$ cat src/rtl/core/asri_pkg.sv
// shared types and constants of the adaptive sensor report interval core
`timescale 1ns / 1ps

package asri_pkg;

  localparam int TempW   = 15;
  localparam int HumiW   = 14;
  localparam int PeriodW = 16;
  localparam int IdleW   = 8;
  localparam int TempQW  = 12;  // signed tenths of a degree
  localparam int HumiQW  = 8;   // whole percent
  localparam int ModeW   = 2;
  localparam int CfgIdxW = 3;
  localparam int CfgDatW = 16;
  localparam int InDataW  = 32;
  localparam int OutDataW = 56;

  // reciprocal constants for divide by ten and by one hundred
  localparam logic [15:0] RecipTen     = 16'd52429;
  localparam logic [12:0] RecipHundred = 13'd5243;
  localparam int          RecipShift   = 19;

  localparam logic [ModeW-1:0] ModeBoot = 2'd0;
  localparam logic [ModeW-1:0] ModeIdle = 2'd1;
  localparam logic [ModeW-1:0] ModeRun  = 2'd2;

  localparam logic [CfgIdxW-1:0] RegTempThr = 3'd0;
  localparam logic [CfgIdxW-1:0] RegHumiThr = 3'd1;
  localparam logic [CfgIdxW-1:0] RegMinIntv = 3'd2;
  localparam logic [CfgIdxW-1:0] RegMaxIntv = 3'd3;
  localparam logic [CfgIdxW-1:0] RegStep    = 3'd4;
  localparam logic [CfgIdxW-1:0] RegIdleTck = 3'd5;

  localparam logic [TempW-1:0]   TempThrRst = 15'd50;
  localparam logic [HumiW-1:0]   HumiThrRst = 14'd200;
  localparam logic [PeriodW-1:0] MinIntvRst = 16'd60;
  localparam logic [PeriodW-1:0] MaxIntvRst = 16'd300;
  localparam logic [PeriodW-1:0] StepRst    = 16'd60;
  localparam logic [IdleW-1:0]   IdleTckRst = 8'd10;

  typedef struct packed {
    logic signed [TempW-1:0]  temp;
    logic        [HumiW-1:0]  humi;
    logic signed [TempQW-1:0] temp_q;
    logic        [HumiQW-1:0] humi_q;
  } sample_t;

  typedef struct packed {
    logic [TempW-1:0]   temp_thr;
    logic [HumiW-1:0]   humi_thr;
    logic [PeriodW-1:0] min_intv;
    logic [PeriodW-1:0] max_intv;
    logic [PeriodW-1:0] step;
    logic [IdleW-1:0]   idle_ticks;
  } cfg_t;

  typedef struct packed {
    logic               temp_report;
    logic [TempW-1:0]   temp_value;
    logic               humi_report;
    logic [HumiW-1:0]   humi_value;
    logic [PeriodW-1:0] period;
    logic               timer_restart;
    logic [ModeW-1:0]   mode;
  } result_t;

endpackage

$ cat src/rtl/core/adaptive_sensor_report_interval_core.sv
// top level of the adaptive sensor report interval core
//
// each slave word is one report timer tick carrying a temperature sample
// (signed centidegrees) and a humidity sample (centipercent); every tick
// gives exactly one master word with the report flags, the last reported
// values, the report period in force, a timer restart flag and the mode
// the mode runs boot, idle, running: the boot tick only moves to idle,
// idle ticks report on a change of truncated tenths or whole percent and
// count up to running, running ticks also adapt the report period
// the path has two register stages: an input register that also divides
// the sample down, then the state update that writes the result register;
// the per-tick state loop closes in that one update stage, so a word is
// taken every cycle when the master side flows
// a stalled master word stays put; the input register keeps taking while
// the result register is free or being drained, and tready falls only
// when both stages hold a word
// reset puts the mode in boot, clears reported values, sets the period to
// 60 s and loads the register defaults; the config channel is always ready
// and should be written only while no tick is in flight
`timescale 1ns / 1ps

module adaptive_sensor_report_interval_core (
  input  logic                            clk_i,
  input  logic                            rst_ni,
  // slave side, tdata: temperature[14:0], humidity[28:15], zero pad
  input  logic                            s_tvalid_i,
  output logic                            s_tready_o,
  input  logic [asri_pkg::InDataW-1:0]    s_tdata_i,
  // master side, tdata: temp_report[0], temp_value[15:1], humi_report[16],
  // humi_value[30:17], period_seconds[46:31], timer_restart[47],
  // mode[49:48], zero pad
  output logic                            m_tvalid_o,
  input  logic                            m_tready_i,
  output logic [asri_pkg::OutDataW-1:0]   m_tdata_o,
  // register write channel
  input  logic                            cfg_valid_i,
  output logic                            cfg_ready_o,
  input  logic [asri_pkg::CfgIdxW-1:0]    cfg_index_i,
  input  logic [asri_pkg::CfgDatW-1:0]    cfg_data_i
);

  asri_pkg::cfg_t    cfg_q;
  asri_pkg::sample_t sample;
  asri_pkg::result_t result;
  logic              mid_valid;
  logic              mid_ready;

  // register file, written any cycle
  assign cfg_ready_o = 1'b1;

  always_ff @(posedge clk_i or negedge rst_ni) begin
    if (!rst_ni) begin
      cfg_q.temp_thr   <= asri_pkg::TempThrRst;
      cfg_q.humi_thr   <= asri_pkg::HumiThrRst;
      cfg_q.min_intv   <= asri_pkg::MinIntvRst;
      cfg_q.max_intv   <= asri_pkg::MaxIntvRst;
      cfg_q.step       <= asri_pkg::StepRst;
      cfg_q.idle_ticks <= asri_pkg::IdleTckRst;
    end else if (cfg_valid_i) begin
      case (cfg_index_i)
        asri_pkg::RegTempThr: cfg_q.temp_thr   <= cfg_data_i[asri_pkg::TempW-1:0];
        asri_pkg::RegHumiThr: cfg_q.humi_thr   <= cfg_data_i[asri_pkg::HumiW-1:0];
        asri_pkg::RegMinIntv: cfg_q.min_intv   <= cfg_data_i;
        asri_pkg::RegMaxIntv: cfg_q.max_intv   <= cfg_data_i;
        asri_pkg::RegStep:    cfg_q.step       <= cfg_data_i;
        asri_pkg::RegIdleTck: cfg_q.idle_ticks <= cfg_data_i[asri_pkg::IdleW-1:0];
        default: begin
          // writes past the register list are dropped
        end
      endcase
    end
  end

  // stage one: capture the sample and its truncated quotients
  asri_in_stage u_in_stage (
    .clk_i       (clk_i),
    .rst_ni      (rst_ni),
    .in_valid_i  (s_tvalid_i),
    .in_ready_o  (s_tready_o),
    .temp_i      ($signed(s_tdata_i[asri_pkg::TempW-1:0])),
    .humi_i      (s_tdata_i[asri_pkg::TempW +: asri_pkg::HumiW]),
    .out_valid_o (mid_valid),
    .out_ready_i (mid_ready),
    .sample_o    (sample)
  );

  // stage two: state update into the result register
  asri_update u_update (
    .clk_i       (clk_i),
    .rst_ni      (rst_ni),
    .cfg_i       (cfg_q),
    .in_valid_i  (mid_valid),
    .in_ready_o  (mid_ready),
    .sample_i    (sample),
    .out_valid_o (m_tvalid_o),
    .out_ready_i (m_tready_i),
    .result_o    (result)
  );

  assign m_tdata_o = {6'd0, result.mode, result.timer_restart, result.period,
                      result.humi_value, result.humi_report, result.temp_value,
                      result.temp_report};

  // a period rewrite only happens on a running tick
  a_pchg_running: assert property (@(posedge clk_i) disable iff (!rst_ni)
    m_tvalid_o && result.timer_restart |-> result.mode == asri_pkg::ModeRun)
    else $error("period change reported outside running mode");

  // the boot tick never reports
  a_no_boot_report: assert property (@(posedge clk_i) disable iff (!rst_ni)
    m_tvalid_o && (result.temp_report || result.humi_report)
      |-> result.mode != asri_pkg::ModeBoot)
    else $error("report flagged while still in boot mode");

  // an empty result register never backs up the slave side
  a_ready_when_empty: assert property (@(posedge clk_i) disable iff (!rst_ni)
    !m_tvalid_o |-> s_tready_o)
    else $error("slave stalled with an empty result register");

  // a result word appears only after a word left the input register
  a_out_follows_mid: assert property (@(posedge clk_i) disable iff (!rst_ni)
    $rose(m_tvalid_o) |-> $past(mid_valid))
    else $error("result word without a captured sample");

endmodule

$ cat src/rtl/core/asri_in_stage.sv
// input register with truncated tenths and whole percent of the sample
`timescale 1ns / 1ps

module asri_in_stage (
  input  logic                                  clk_i,
  input  logic                                  rst_ni,
  input  logic                                  in_valid_i,
  output logic                                  in_ready_o,
  input  logic signed [asri_pkg::TempW-1:0]     temp_i,
  input  logic        [asri_pkg::HumiW-1:0]     humi_i,
  output logic                                  out_valid_o,
  input  logic                                  out_ready_i,
  output asri_pkg::sample_t                     sample_o
);

  logic                                 valid_q, valid_d;
  asri_pkg::sample_t                    sample_q, sample_d;
  logic [asri_pkg::TempW:0]             temp_abs;
  logic [31:0]                          temp_prod;
  logic [26:0]                          humi_prod;
  logic [asri_pkg::TempQW-1:0]          temp_mag;
  logic                                 take;

  assign in_ready_o = !valid_q || out_ready_i;
  assign take       = in_valid_i && in_ready_o;

  always_comb begin
    // truncation toward zero: divide the magnitude, then restore the sign
    if (temp_i[asri_pkg::TempW-1]) begin
      temp_abs = 16'd0 - {temp_i[asri_pkg::TempW-1], temp_i};
    end else begin
      temp_abs = {1'b0, temp_i};
    end
    temp_prod = temp_abs * asri_pkg::RecipTen;
    humi_prod = humi_i * asri_pkg::RecipHundred;
    temp_mag  = temp_prod[asri_pkg::RecipShift +: asri_pkg::TempQW];
    sample_d.temp   = temp_i;
    sample_d.humi   = humi_i;
    sample_d.temp_q = temp_i[asri_pkg::TempW-1] ? (12'd0 - temp_mag) : temp_mag;
    sample_d.humi_q = humi_prod[asri_pkg::RecipShift +: asri_pkg::HumiQW];
  end

  always_comb begin
    valid_d = valid_q;
    if (take) begin
      valid_d = 1'b1;
    end else if (out_ready_i) begin
      valid_d = 1'b0;
    end
  end

  always_ff @(posedge clk_i or negedge rst_ni) begin
    if (!rst_ni) begin
      valid_q <= 1'b0;
    end else begin
      valid_q <= valid_d;
    end
  end

  always_ff @(posedge clk_i) begin
    if (take) begin
      sample_q <= sample_d;
    end
  end

  assign out_valid_o = valid_q;
  assign sample_o    = sample_q;

endmodule

$ cat src/rtl/core/asri_update.sv
// mode, report and period state update with the result register
`timescale 1ns / 1ps

module asri_update (
  input  logic              clk_i,
  input  logic              rst_ni,
  input  asri_pkg::cfg_t    cfg_i,
  input  logic              in_valid_i,
  output logic              in_ready_o,
  input  asri_pkg::sample_t sample_i,
  output logic              out_valid_o,
  input  logic              out_ready_i,
  output asri_pkg::result_t result_o
);

  logic [asri_pkg::ModeW-1:0]          mode_q, mode_d;
  logic [asri_pkg::IdleW-1:0]          idle_cnt_q, idle_cnt_d;
  logic signed [asri_pkg::TempW-1:0]   rep_temp_q, rep_temp_d;
  logic [asri_pkg::HumiW-1:0]          rep_humi_q, rep_humi_d;
  logic signed [asri_pkg::TempQW-1:0]  rep_tq_q, rep_tq_d;
  logic [asri_pkg::HumiQW-1:0]         rep_hq_q, rep_hq_d;
  logic [asri_pkg::PeriodW-1:0]        period_q, period_d;
  logic                                out_valid_q, out_valid_d;
  asri_pkg::result_t                   result_q, result_d;

  logic                                step_en;
  logic                                trep, hrep, pchg, hit;
  logic signed [asri_pkg::TempW:0]     dt_s;
  logic signed [asri_pkg::HumiW:0]     dh_s;
  logic [asri_pkg::TempW:0]            dt;
  logic [asri_pkg::HumiW:0]            dh;
  logic [asri_pkg::PeriodW:0]          grown;
  logic [asri_pkg::IdleW-1:0]          idle_inc;

  assign in_ready_o = !out_valid_q || out_ready_i;
  assign step_en    = in_valid_i && in_ready_o;

  always_comb begin
    mode_d     = mode_q;
    idle_cnt_d = idle_cnt_q;
    rep_temp_d = rep_temp_q;
    rep_humi_d = rep_humi_q;
    rep_tq_d   = rep_tq_q;
    rep_hq_d   = rep_hq_q;
    period_d   = period_q;
    trep       = 1'b0;
    hrep       = 1'b0;
    pchg       = 1'b0;
    hit        = 1'b0;
    idle_inc   = idle_cnt_q + 8'd1;
    grown      = {1'b0, period_q} + {1'b0, cfg_i.step};
    // previous values always equal the reported ones at the start of a tick,
    // so the delta is the jump of a fresh report and zero otherwise
    dt_s = {sample_i.temp[asri_pkg::TempW-1], sample_i.temp}
         - {rep_temp_q[asri_pkg::TempW-1], rep_temp_q};
    dh_s = $signed({1'b0, sample_i.humi}) - $signed({1'b0, rep_humi_q});
    dt   = 16'd0;
    dh   = 15'd0;
    case (mode_q)
      asri_pkg::ModeBoot: begin
        mode_d = asri_pkg::ModeIdle;
      end
      asri_pkg::ModeIdle, asri_pkg::ModeRun: begin
        trep = sample_i.temp_q != rep_tq_q;
        hrep = sample_i.humi_q != rep_hq_q;
        if (trep) begin
          rep_temp_d = sample_i.temp;
          rep_tq_d   = sample_i.temp_q;
          dt         = dt_s[asri_pkg::TempW] ? (16'd0 - dt_s) : dt_s;
        end
        if (hrep) begin
          rep_humi_d = sample_i.humi;
          rep_hq_d   = sample_i.humi_q;
          dh         = dh_s[asri_pkg::HumiW] ? (15'd0 - dh_s) : dh_s;
        end
        if (mode_q == asri_pkg::ModeRun) begin
          hit = (dt >= {1'b0, cfg_i.temp_thr}) || (dh >= {1'b0, cfg_i.humi_thr});
          if (hit) begin
            if (period_q != cfg_i.min_intv) begin
              period_d = cfg_i.min_intv;
              pchg     = 1'b1;
            end
          end else if (period_q < cfg_i.max_intv) begin
            period_d = (grown > {1'b0, cfg_i.max_intv}) ? cfg_i.max_intv
                                                        : grown[asri_pkg::PeriodW-1:0];
            pchg     = 1'b1;
          end
        end else begin
          idle_cnt_d = idle_inc;
          if (idle_inc >= cfg_i.idle_ticks) begin
            idle_cnt_d = 8'd0;
            mode_d     = asri_pkg::ModeRun;
          end
        end
      end
      default: begin
        mode_d = mode_q;
      end
    endcase
    result_d.temp_report   = trep;
    result_d.temp_value    = rep_temp_d;
    result_d.humi_report   = hrep;
    result_d.humi_value    = rep_humi_d;
    result_d.period        = period_d;
    result_d.timer_restart = pchg;
    result_d.mode          = mode_d;
  end

  always_comb begin
    out_valid_d = out_valid_q;
    if (step_en) begin
      out_valid_d = 1'b1;
    end else if (out_ready_i) begin
      out_valid_d = 1'b0;
    end
  end

  always_ff @(posedge clk_i or negedge rst_ni) begin
    if (!rst_ni) begin
      mode_q      <= asri_pkg::ModeBoot;
      idle_cnt_q  <= '0;
      rep_temp_q  <= '0;
      rep_humi_q  <= '0;
      rep_tq_q    <= '0;
      rep_hq_q    <= '0;
      period_q    <= asri_pkg::MinIntvRst;
      out_valid_q <= 1'b0;
    end else begin
      out_valid_q <= out_valid_d;
      if (step_en) begin
        mode_q     <= mode_d;
        idle_cnt_q <= idle_cnt_d;
        rep_temp_q <= rep_temp_d;
        rep_humi_q <= rep_humi_d;
        rep_tq_q   <= rep_tq_d;
        rep_hq_q   <= rep_hq_d;
        period_q   <= period_d;
      end
    end
  end

  always_ff @(posedge clk_i) begin
    if (step_en) begin
      result_q <= result_d;
    end
  end

  assign out_valid_o = out_valid_q;
  assign result_o    = result_q;

endmodule

$ cat config.mk
export PLATFORM = sky130hd
export DESIGN_NAME = adaptive_sensor_report_interval_core
export DESIGN_NICKNAME = d
export VERILOG_FILES = /design/src/rtl/core/asri_pkg.sv /design/src/rtl/core/adaptive_sensor_report_interval_core.sv /design/src/rtl/core/asri_in_stage.sv /design/src/rtl/core/asri_update.sv
export SDC_FILE = /design/constraint.sdc
export NUM_CORES = 1
export LEC_CHECK = 0
export ABC_AREA = 1
export ABC_CLOCK_PERIOD_IN_PS = 13000
export BUFFER_PORTS_ARGS = -buffer_cell sky130_fd_sc_hd__buf_4
export CORE_MARGIN = 4
export CORE_UTILIZATION = 45
export CTS_BUF_LIST = sky130_fd_sc_hd__clkbuf_4 sky130_fd_sc_hd__clkbuf_8 sky130_fd_sc_hd__clkbuf_16
export DETAILED_ROUTE_END_ITERATION = 12
export SETUP_SLACK_MARGIN = 0.5
export SLEW_MARGIN = 15
export SYNTH_ARGS = -nofsm -noshare
export SYNTH_HDL_FRONTEND = slang
export SYNTH_SLANG_ARGS = --single-unit
$ cat constraint.sdc
create_clock -name clk_i -period 13 [get_ports clk_i]
set_input_delay 1.3 -clock clk_i [delete_from_list [all_inputs] [get_ports clk_i]]
set_output_delay 1.3 -clock clk_i [all_outputs]
set_load 0.05 [all_outputs]
======== Word level (Yosys, flattened, before mapping) ========
Index checks and enable logic that the tools add are counted.
word-level totals
  output and inout port bits .............. 59
  register bits after elaboration ......... 261
operators by class
  multiplexer cells ....................... 29
  equal/unequal tests ..................... 10
  add/subtract/negate cells ............... 8
  multiply operators ...................... 2
  reduce and logical (&&, ||, !) cells .... 22
  bitwise operators ....................... 1
  order comparisons ....................... 5
operators by type and width
  kind                                                                    number
  16-bit 2-to-1 mux                                                       10
  15-bit 2-to-1 mux                                                       5
  16-bit by 16-bit multiplier with 31-bit output (second input constant)  1
  14-bit 2-to-1 mux                                                       2
  14-bit by 13-bit multiplier with 27-bit output (second input constant)  1
  16-bit by 16-bit adder with 17-bit output                               1
  17-bit by 16-bit > comparator with 1-bit output                         1
  16-bit by 15-bit greater-or-equal comparator with 1-bit output          1
  16-bit < comparator                                                     1
  16-bit inequality test                                                  1
  1-bit by 15-bit subtractor with 16-bit output (first input constant)    1
  1-bit by 16-bit subtractor with 16-bit output (first input constant)    1
  15-bit by 15-bit subtractor with 16-bit output                          1
  15-bit by 14-bit greater-or-equal comparator with 1-bit output          1
  1-bit by 15-bit subtractor with 15-bit output (first input constant)    1
  14-bit by 14-bit subtractor with 15-bit output                          1
  2-bit AND reduction                                                     7
  12-bit 2-to-1 mux                                                       1
  12-bit inequality test                                                  1
  1-bit by 12-bit subtractor with 12-bit output (first input constant)    1
  3-bit AND reduction                                                     3
  8-bit by 1-bit adder with 8-bit output (second input constant)          1
  8-bit greater-or-equal comparator                                       1
  8-bit 2-to-1 mux                                                        1
  other kinds (17)                                                        31

======== Longest topological paths before layout ========
  depth in word-level cells ............... 10
  gate-level depth with buffers ........... 41
  depth with buffers taken out ............ 41

======== Modules after synthesis ========
From an unflattened synthesis, not the netlist that was laid out.
second synthesis, totals
  cell total of the unflattened synthesis .. 3132
  area, all modules ....................... 25269.2 um^2
modules (own cells, without submodules)
  module                                area each (um^2)  cells each  instances
  asri_update                           11203.2           1546        1
  asri_in_stage                         10612.7           1198        1
  adaptive_sensor_report_interval_core  3453.3            388         1

======== Worst setup path before layout ========
Ideal clock, no wire load.
  path kind ............................... in2reg
  from .................................... input port s_tdata_i[1] in the netlist's numbering
  to ...................................... register u_in_stage.sample_q (netlist bit u_in_stage.sample_o[18]) (data pin)
  stages on the path ...................... 34
  data arrival time ....................... 7577 ps
  setup slack ............................. 5170 ps
  path buffers ............................ 0
  cells stage by stage .................... inv_1 > ha_1 > inv_1 > nor3_1 > inv_1 > nor3_1 > nand3_1 > nor4_1 > inv_1 > nor4_1 > inv_1 > ha_1 > inv_1 > ha_1 > fa_1 > fa_1 > fa_1 > inv_1 > fa_1 > inv_1 > ha_1 > nand2_1 > nor4_1 > nand2_1 > o211ai_1 > xor2_1 > inv_1 > nand2_1 > nor2_1 > nand3_1 > o21ai_1 > nand2_1 > nand2_1 > nand2_1
RTL lines
  what                  line                                        RTL
  from (decl)           adaptive_sensor_report_interval_core.sv:28  input logic [asri_pkg::InDataW-1:0] s_tdata_i,
  to (signal assigned)  asri_in_stage.sv:62                         sample_q <= sample_d;
  to (decl)             asri_in_stage.sv:17                         asri_pkg::sample_t sample_q, sample_d;

==> impl_metrics.ini <==
[timing]
rsz0062_at_grt = no
period_minus_slack_ns = 8.223
final.period_utilization = 0.6325
fmax_ghz = 0.1216
setup_viol = 0
maxSlewViolCount = 0
maxSlewHeadroom = 0.2045
setup_tns_ns = 0
skew_ns = 0.02435
hold_violations = 0
worstMarginPinSlew_ns = 1.190

[die]
io_pins = 115
placementRows = 85
dieArea_um2 = 58070
coreArea_um2 = 53810
start_util = 0.4539
die_w_um = 241.0
die_y_um = 241.0

[final_layout]
seq_area_um2 = 7057
area_growth_syn_to_layout_pct = 10.27
nFillCells = 5156
drive_gt1_frac = 0.07997
multiInputGateArea_um2 = 14890
layout.nets = 3597

[cts]
clock_sinks = 261
cts_buffers = 28
cts_tree = built
clk_latency_ns = 0.58
cts_root_buf = clkbuf_16
cts_setup_buffers = 0
htreeDepth = 1
clockBufferDepth = 3
cts_resized = 0
clk_pin_slew_ns = 0.06
holdBufCountCts = 0

[routing]
wl_per_cell_um = 15.46
dr_total_vias = 19204
first_pass_iters = 5
drc = 0
via_per_inst = 5.090
routed_wl_um = 58330
drt-initial-drc-count = 1243
antenna_left = 0

[synth]
synth_edf_count = 99
yosysMostFrequentCell = inv_1
synth.top_cell.area_share = 0.1757
synth_common_cells = inv_1, nand2_1, ha_1
synth_top_area_cell = ha_1
yosysUniqueCellTypes = 57
synth_seq_cells = 261
yosys_warnings = 0
yosysSeqAreaShare = 0.2889
synthArstFlopShare = 0.6207
ys_top_cells_by_area = ha_1, dfrtp_1, edfxtp_1, fa_1, inv_1
syn_area_per_cell_um2 = 8.246
netlist_area_um2 = 24430
synth_ff_type = dfrtp_1
synthCells = 2962

[grt]
gr-max-usage-layer = met2
grt_pass1_vias = 19405
grt_max_degree = 86
grt_use_met3 = 0.01783
grt_first_pass_wirelength_um = 96600
grt_overflow = 0
globalRouteTotalUtil = 0.2034
grt_antenna_before_repair = 0
gr-usage-met1 = 0.2705
use_met2 = 0.3597

[setup_path]
path_class = in -> reg
cp-end-kind = flip-flop
cp_data_arrival_time_ns = 8.55
start_kind = primary input
critPathMostFrequentCell = nand2_1
critical_path.max_stage_delay_ns = 0.56
worstPathMaxFanout = 8
crit_required_ns = 13.33
critPathBufInv = 8
worst_path_max_delay_cell = fa_1
crit_family = adder cells

[min_path]
hp-class = reg -> reg

[flow_run]
cap_violations = 0

[placement]
numPortBuffers = 104
place_congestion = 0.9165
hpwlAfterDp_um = 46970

[outcome]
outcome = completed
worst reg2reg max path, delay by kind of cell (launching register included):
kind                     cells  cell delay, ns
adder cells (fa/ha/maj)      3            0.86
AO/OA/AOI/OAI                3            0.34
AND/OR/NAND/NOR             22            2.95
buffers and inverters        4            0.51
flip-flops                   1            0.41
final cells by class:
type	instances	area share
Antenna cell	1	0.00009291
Clock buffer	29	0.02629
Clock inverter	22	0.01124
Inverter	602	0.08395
Multi-Input combinational cell	2051	0.5530
Sequential cell	261	0.2620
Tap cell	696	0.03233
Timing Repair Buffer	111	0.03108
layout by cell type, fill, tap and decap left out, types with 8 or more instances in the layout:
| cell | netlist | routed |
|---|---|---|
| inv_1 | 598 | 596 |
| nand2_1 | 581 | 580 |
| ha_1 | 343 | 343 |
| o21ai_0 | 228 | 228 |
| nor2_1 | 160 | 160 |
| a21oi_1 | 148 | 148 |
| fa_1 | 143 | 143 |
| dfrtp_1 | 138 | 138 |
| nand3_1 | 123 | 122 |
| buf_4 | 9 | 110 |
| edfxtp_1 | 99 | 99 |
| xor2_1 | 81 | 81 |
| nor3_1 | 36 | 36 |
| clkbuf_16 | 0 | 28 |
| xnor2_1 | 27 | 27 |
| dfstp_2 | 24 | 24 |
| nand4_1 | 19 | 19 |
| nand2_2 | 16 | 17 |
| conb_1 | 2 | 14 |
| mux2_2 | 13 | 13 |
| nor4_1 | 10 | 10 |
| or2_2 | 10 | 10 |
| nand3b_1 | 9 | 9 |
| o21bai_1 | 8 | 8 |
per-stage QoR:
step	setup WS, ns	hold slack, ns	cells	area (um^2)	utilization
after floorplan	5.170	0.4530	2974	24470	-
after global placement	4.204	0.4673	3721	25910	0.4815
after detailed placement	4.202	0.4740	3721	25910	0.4815
after CTS	4.786	0.4891	3772	26920	0.5003
after global routing	4.147	0.5056	3772	26930	0.5004
final	4.778	0.4844	3773	26930	0.5005
flip-flops by register name, summed over array words and instances (netlist names):
signal,flops
u_update.period_q,16
u_update.out_valid_o,1
u_update.rep_tq_q,12
u_in_stage.out_valid_o,1
u_update.idle_cnt_q,8
u_in_stage.sample_o,49
u_update.rep_temp_q,15
u_update.rep_humi_q,14
u_update.result_o,50
u_update.rep_hq_q,8
u_update.mode_q,2
cfg_q,85
layer usage:
metal	vias to the layer above	wire length, um	share of wire
met5	-	0	0
met2	323	28480	0.49
li1	9674	-	-
met3	82	1883	0.032
met1	9125	26590	0.46
met4	0	1370	0.023
cells by family after synthesis:
family | count (synthesis) | share of synthesized area
buf+inv | 662 | 0.1037
flops | 261 | 0.2889
fa+ha+maj | 486 | 0.2929
mux | 14 | 0.006403
simple gates | 981 | 0.1690
xor+xnor | 110 | 0.04052
other cells | 2 | 0.0003075
compound gates | 446 | 0.09825
path summary, 6_finish.rpt:
| check | slack (ns) | start | cells after the start | endpoint |
|---|---|---|---|---|
| worst max-delay path | 4.78 | s_tdata_i[0] | 34 | u_in_stage.sample_o[15] |
| worst min-delay path | 0.48 | cfg_q[81] | 2 | cfg_q[81] |
| worst max register to register | 7.83 | u_in_stage.sample_o[20] | 32 | u_update.period_q[15] |
| worst min register to register | 0.48 | cfg_q[81] | 2 | cfg_q[81] |
| max in group asynchronous | 10.60 | rst_ni | 2 | u_update.idle_cnt_q[6] |
| min in group asynchronous | 0.79 | rst_ni | 1 | cfg_q[53] |
Power is left out: the tool's default activity adds up to more than one toggle a clock period on the data nets, which glitch-free logic cannot reach.
